**src/hdl/hsi_pkg.sv**
```systemverilog
// shared types and constants of the hash set insert/search unit
// no dependencies; imported by the interfaces and all modules but the checker
package hsi_pkg;

  // width of the bucket count register
  localparam int unsigned CFG_W = 15;
  // bucket count after reset
  localparam logic [CFG_W-1:0] CFG_RESET = 15'd10000;
  // width of a stored key
  localparam int unsigned KEY_W = 32;
  // iterations of the remainder unit, one per key bit
  localparam int unsigned DIV_STEPS = KEY_W;

  typedef enum logic {
    OP_INSERT = 1'b0,
    OP_SEARCH = 1'b1
  } op_e;

  typedef enum logic [2:0] {
    ST_INSERTED  = 3'd0,
    ST_DUPLICATE = 3'd1,
    ST_PRESENT   = 3'd2,
    ST_ABSENT    = 3'd3,
    ST_FULL      = 3'd4
  } status_e;

  typedef enum logic [3:0] {
    S_CLEAR,
    S_IDLE,
    S_DIV,
    S_FILL,
    S_FILL_WAIT,
    S_RD,
    S_CMP,
    S_DECIDE,
    S_DONE
  } state_e;

  // strobes from the sequencer to the bucket store
  typedef struct packed {
    logic fill_rd;
    logic fill_we;
    logic val_rd;
    logic val_we;
  } store_cmd_t;

endpackage

```
**src/hdl/hsi_divider.sv**
```systemverilog
// iterative restoring remainder unit, one quotient bit per cycle
// depends on hsi_pkg
module hsi_divider #(
  parameter int unsigned MOD_W = 15
) (
  input  logic                      clk_i,
  input  logic                      rst_ni,
  input  logic                      start_i,
  input  logic [hsi_pkg::KEY_W-1:0] dividend_i,
  input  logic [MOD_W-1:0]          modulus_i,
  output logic                      done_o,
  output logic [MOD_W-1:0]          rem_o
);
  import hsi_pkg::*;

  localparam int unsigned CNT_W = $clog2(DIV_STEPS);

  logic             busy_q;
  logic             done_q;
  logic [CNT_W-1:0] cnt_q;
  logic [KEY_W-1:0] dvd_q;
  logic [MOD_W-1:0] mod_q;
  logic [MOD_W-1:0] rem_q;
  logic [MOD_W:0]   trial;
  logic [MOD_W:0]   diff;
  logic [MOD_W-1:0] rem_d;

  // shift in next dividend bit, subtract when it fits
  always_comb begin
    trial = {rem_q, dvd_q[KEY_W-1]};
    diff  = trial - {1'b0, mod_q};
    if (trial >= {1'b0, mod_q}) begin
      rem_d = diff[MOD_W-1:0];
    end else begin
      rem_d = trial[MOD_W-1:0];
    end
  end

  // control
  always_ff @(posedge clk_i or negedge rst_ni) begin
    if (!rst_ni) begin
      busy_q <= 1'b0;
      done_q <= 1'b0;
    end else begin
      done_q <= 1'b0;
      if (start_i) begin
        busy_q <= 1'b1;
      end else if (busy_q && cnt_q == '0) begin
        busy_q <= 1'b0;
        done_q <= 1'b1;
      end
    end
  end

  // datapath
  always_ff @(posedge clk_i) begin
    if (start_i) begin
      dvd_q <= dividend_i;
      mod_q <= modulus_i;
      rem_q <= '0;
      cnt_q <= CNT_W'(DIV_STEPS - 1);
    end else if (busy_q) begin
      dvd_q <= {dvd_q[KEY_W-2:0], 1'b0};
      rem_q <= rem_d;
      cnt_q <= cnt_q - CNT_W'(1);
    end
  end

  assign done_o = done_q;
  assign rem_o  = rem_q;
endmodule

```
**config.mk**
```make
export PLATFORM = sky130hd
export DESIGN_NAME = hsi_divider
export DESIGN_NICKNAME = d
export VERILOG_FILES = /design/src/hdl/hsi_pkg.sv /design/src/hdl/hsi_divider.sv
export SDC_FILE = /design/constraint.sdc
export NUM_CORES = 1
export LEC_CHECK = 0
export BUFFER_PORTS_ARGS = -buffer_cell sky130_fd_sc_hd__buf_2
export CAP_MARGIN = 25
export CORE_UTILIZATION = 48
export CTS_BUF_LIST = sky130_fd_sc_hd__clkbuf_8
export CTS_CLUSTER_SIZE = 20
export DETAILED_ROUTE_END_ITERATION = 8
export PLACE_DENSITY = 0.69
export REMOVE_ABC_BUFFERS = 1
export SETUP_SLACK_MARGIN = 0.3
export SYNTH_ARGS = -nofsm -noshare
export SYNTH_HDL_FRONTEND = slang
export SYNTH_SLANG_ARGS = --single-unit
export TNS_END_PERCENT = 100
```
**constraint.sdc**
```tcl
create_clock -name clk_i -period 5.6 [get_ports clk_i]
set_input_delay 0 -clock clk_i [delete_from_list [all_inputs] [get_ports clk_i]]
set_output_delay 0 -clock clk_i [all_outputs]
set_load 0.05 [all_outputs]
```
==> impl_metrics.yaml <==
setup_path:
  crit_fanout: 19
  critical-path-top-delay-family: "compound AO/OA/AOI/OAI gates"
  critical_path.max_stage_delay_ps: 370
  crit_path_cell_trace: "inv_1 -> ha_1 -> fa_1 -> nor2b_1 -> o21ai_1 -> a311oi_2 -> nor3_2 -> buf_4 -> mux2_2 -> a211oi_1"
  setup.worst_path.class: "flip-flop to flip-flop"
  timing.critical_path.to_type: "flip-flop"
  critPathBufInv: 2
  crit_slowest_cell: "sky130_fd_sc_hd__mux2_2"
  critPathArrivalTime_ps: 3040
  setup.worst_path.start_class: "flip-flop"
  critPathRequiredTime_ps: 5850
power:
  worst_ir_drop_vdd_mv: 0.182
  power_density_mw_per_mm2: 401
  total_power_mw: 1.90
  p_leak_nw: 2.04
place:
  routabilityCongestion: 0.914
  post-dp-hpwl_microns: 4950
  detailedPlace.worstSlack_ps: 2880
  dpl-instance-area_sq_mm: 0.00404
  placement.io_buffers: 65
routing:
  dr_vias: 2833
  dr.pass1.iters: 5
  detailed_route_vias_per_instance: 5.36
  drt_wl_total_microns: 8000
  drt_drc_violations_left: 0
  wl_per_cell_microns: 15.1
  drt_iter0_drcs: 90
  ant_nets: 0
logic_synthesis:
  ys_seq_elements: 69
  edff_count_synth: 47
  synth_fa_ha_area_share_pct: 6.40
  synth_cells: 311
  async_flop_share_pct: 2.90
  synth.cell_area_sq_mm: 0.00364
  synth_warnings: 0
  synthSimpleGateAreaFrac_pct: 11.4
  ys_seq_area_share_pct: 51.2
  synth_top_family_by_area: "compound AO/OA/AOI/OAI gates"
  postSynth.topFlopCell: "sky130_fd_sc_hd__edfxtp_1"
  yosys.area_share.xor_xnor_pct: 2.65
  synth-compound-area-share_pct: 12.5
  syn_area_per_cell_sq_um: 11.7
  synth.distinct_cells: 58
  fraction_of_synthesized_area_in_multiplexers_pct: 11.8
timing:
  rsz0062_at_grt: "false"
  fmaxAchievable_mhz: 358
  timing.setup.tns_ps: 0
  min_period_ps: 2790
  drv_slew: 0
  final.period_utilization_pct: 49.8
  setup_slack_ps: 2810
  worstMarginPinSlew_ps: 937
  worst_clock_skew_on_the_final_layout_ps: 14.1
  finalSetupViolations: 0
  final_hold_viol_count: 0
  worst_slew_margin_relative_to_its_limit_pct: 37.6
finish:
  final_nets: 493
  insertedDiodeCount: 0
  post-route-cell-area_sq_mm: 0.00472
  drive_above_1_share_pct: 28.1
  layout.cells.most_common: "sky130_fd_sc_hd__buf_2"
  final.fill_count: 614
  mostFrequentLayoutCells: "65 x sky130_fd_sc_hd__buf_2, 49 x sky130_fd_sc_hd__dlygate4sd3_1, 47 x sky130_fd_sc_hd__edfxtp_1"
  area_delta_synth_final_pct: 29.9
cts:
  clockRootBuffer: "sky130_fd_sc_hd__clkbuf_8"
  cts.sinks: 69
  clkTransAtPathRegs_ps: 80
  post_cts.resized_instances: 0
  cts_post_setup_buffers_inserted: 0
  later_pin_clock_latency_in_the_skew_report_ps: 340
  htree_num_levels: 3
  cts_inserted_buffers: 9
  post_cts_hold_buffer_count: 49
  tritoncts: "built"
  clock_path_buffers: 2
global_route:
  pin_count_of_the_biggest_net_entering_global_routing: 66
  grt.total_usage_pct: 21.3
  via_count_of_the_first_global_routing_pass: 2713
  grt_antenna_before_repair: 0
  grt_first_pass_wirelength_microns: 12500
  grt-ovfl-total: 0
die:
  die_area_sq_mm: 0.00793
  die_h_microns: 89.0
  ios: 66
  core_sq_mm: 0.00729
  initial_core_utilization_pct: 49.9
  row_count: 31
  die_w_microns: 89.0
outcome:
  status: "finished clean"
flow_run:
  max-cap-violations: 0
min_path:
  worst_min_path_class: "input pin to flip-flop"
==> worst paths after layout <==
kind / depth (start not counted) / to / slack, ps / start
max: 10 / rem_o[0] / 2810 / dvd_q[31]
min: 2 / mod_q[9] / 360 / modulus_i[9]
max reg2reg: 10 / rem_o[0] / 2810 / dvd_q[31]
min reg2reg: 1 / done_o / 500 / cnt_q[3]
max in group asynchronous: 3 / busy_q / 4950 / rst_ni
min in group asynchronous: 3 / done_o / 530 / rst_ni
==> kinds of logic after synthesis <==
| group | count (synthesis) |
|---|---|
| AO/OA/AOI/OAI | 62 |
| XOR/XNOR | 11 |
| adder cells (fa/ha/maj) | 18 |
| buffers and inverters | 35 |
| flip-flops | 69 |
| multiplexers | 39 |
| AND/OR/NAND/NOR | 77 |
==> worst register-to-register path, stage by stage, from the launching register on <==
cell and delay [ps]:
sky130_fd_sc_hd__edfxtp_1 360, sky130_fd_sc_hd__inv_1 80, sky130_fd_sc_hd__ha_1 180, sky130_fd_sc_hd__fa_1 210
sky130_fd_sc_hd__nor2b_1 70, sky130_fd_sc_hd__o21ai_1 360, sky130_fd_sc_hd__a311oi_2 190, sky130_fd_sc_hd__nor3_2 320
sky130_fd_sc_hd__buf_4 340, sky130_fd_sc_hd__mux2_2 370, sky130_fd_sc_hd__a211oi_1 230
==> stage by stage <==
stage	utilization (%)	instances	hold WS, ps
after floorplan	-	297	-296
after global placement	55.4	464	-214
after detailed placement	55.4	464	-213
after CTS	64.8	529	350
after global routing	64.8	529	358
final	64.8	529	361
==> flip-flops by register name, summed over array words and instances (netlist names) <==
register / cells
mod_q: 15
busy_q: 1
rem_o: 15
done_o: 1
cnt_q: 5
dvd_q: 32
==> synth_stat cells (2+ instances only) <==
cell	number	share of area, %
sky130_fd_sc_hd__a21oi_1	9	1.2
sky130_fd_sc_hd__buf_1	3	0.31
sky130_fd_sc_hd__a32oi_1	3	0.72
sky130_fd_sc_hd__a211oi_1	8	1.7
sky130_fd_sc_hd__o21a_1	3	0.62
sky130_fd_sc_hd__clkbuf_1	5	0.52
sky130_fd_sc_hd__xnor2_1	7	1.7
sky130_fd_sc_hd__nor4_1	2	0.34
sky130_fd_sc_hd__xor2_1	4	0.96
sky130_fd_sc_hd__nor2b_1	4	0.69
sky130_fd_sc_hd__and3_1	4	0.69
sky130_fd_sc_hd__nand3_1	3	0.41
sky130_fd_sc_hd__nor3_1	7	0.96
sky130_fd_sc_hd__o311ai_0	2	0.48
sky130_fd_sc_hd__nand2b_1	7	1.2
sky130_fd_sc_hd__mux2i_1	7	1.9
sky130_fd_sc_hd__inv_1	21	2.2
sky130_fd_sc_hd__o21ai_0	6	0.83
sky130_fd_sc_hd__buf_4	2	0.41
sky130_fd_sc_hd__a311oi_1	2	0.48
sky130_fd_sc_hd__nand3b_1	2	0.41
sky130_fd_sc_hd__mux2_2	32	9.9
sky130_fd_sc_hd__edfxtp_1	47	39
sky130_fd_sc_hd__ha_1	17	5.8
sky130_fd_sc_hd__nand2_1	12	1.2
sky130_fd_sc_hd__nand4_1	3	0.52
sky130_fd_sc_hd__nor4b_1	2	0.48
sky130_fd_sc_hd__a21o_1	4	0.83
sky130_fd_sc_hd__nor2_1	19	2.0
sky130_fd_sc_hd__dfrtp_1	2	1.4
sky130_fd_sc_hd__o31ai_1	4	0.83
sky130_fd_sc_hd__and2_1	4	0.69
sky130_fd_sc_hd__o21bai_1	3	0.62
sky130_fd_sc_hd__buf_2	3	0.41
sky130_fd_sc_hd__a2111o_1	2	0.62
sky130_fd_sc_hd__dfxtp_1	20	11
sky130_fd_sc_hd__o2111ai_1	2	0.48
sky130_fd_sc_hd__a31oi_1	4	0.69
==> power by group <==
group	leakage (nW)	switching (mW)	internal, mW
clock network	0.0964	0.197	0.203
logic	1.27	0.493	0.321
registers	0.673	0.0559	0.626
total	2.04	0.746	1.15
==> layout make-up <==
cell class              instances  area [sq um]  share of cell area (%)
clock buffers                   9           124                    2.62
clock inverters                 7          67.6                    1.43
inverters                      21          78.8                    1.67
multi-input cells             207          1630                    34.5
flip-flops and latches         69          1860                    39.4
well taps                      99           124                    2.62
repair buffers                117           838                    17.7
==> per-layer routing <==
layer  GRT usage, %  up-vias  share of wire, %
met5              0        -                 0
met3           5.45        6               5.2
met1           25.8     1340                43
met4           6.35        0              0.78
li1               -     1395                 -
met2           37.3       92                51
(Power assumes the default switching activity.)
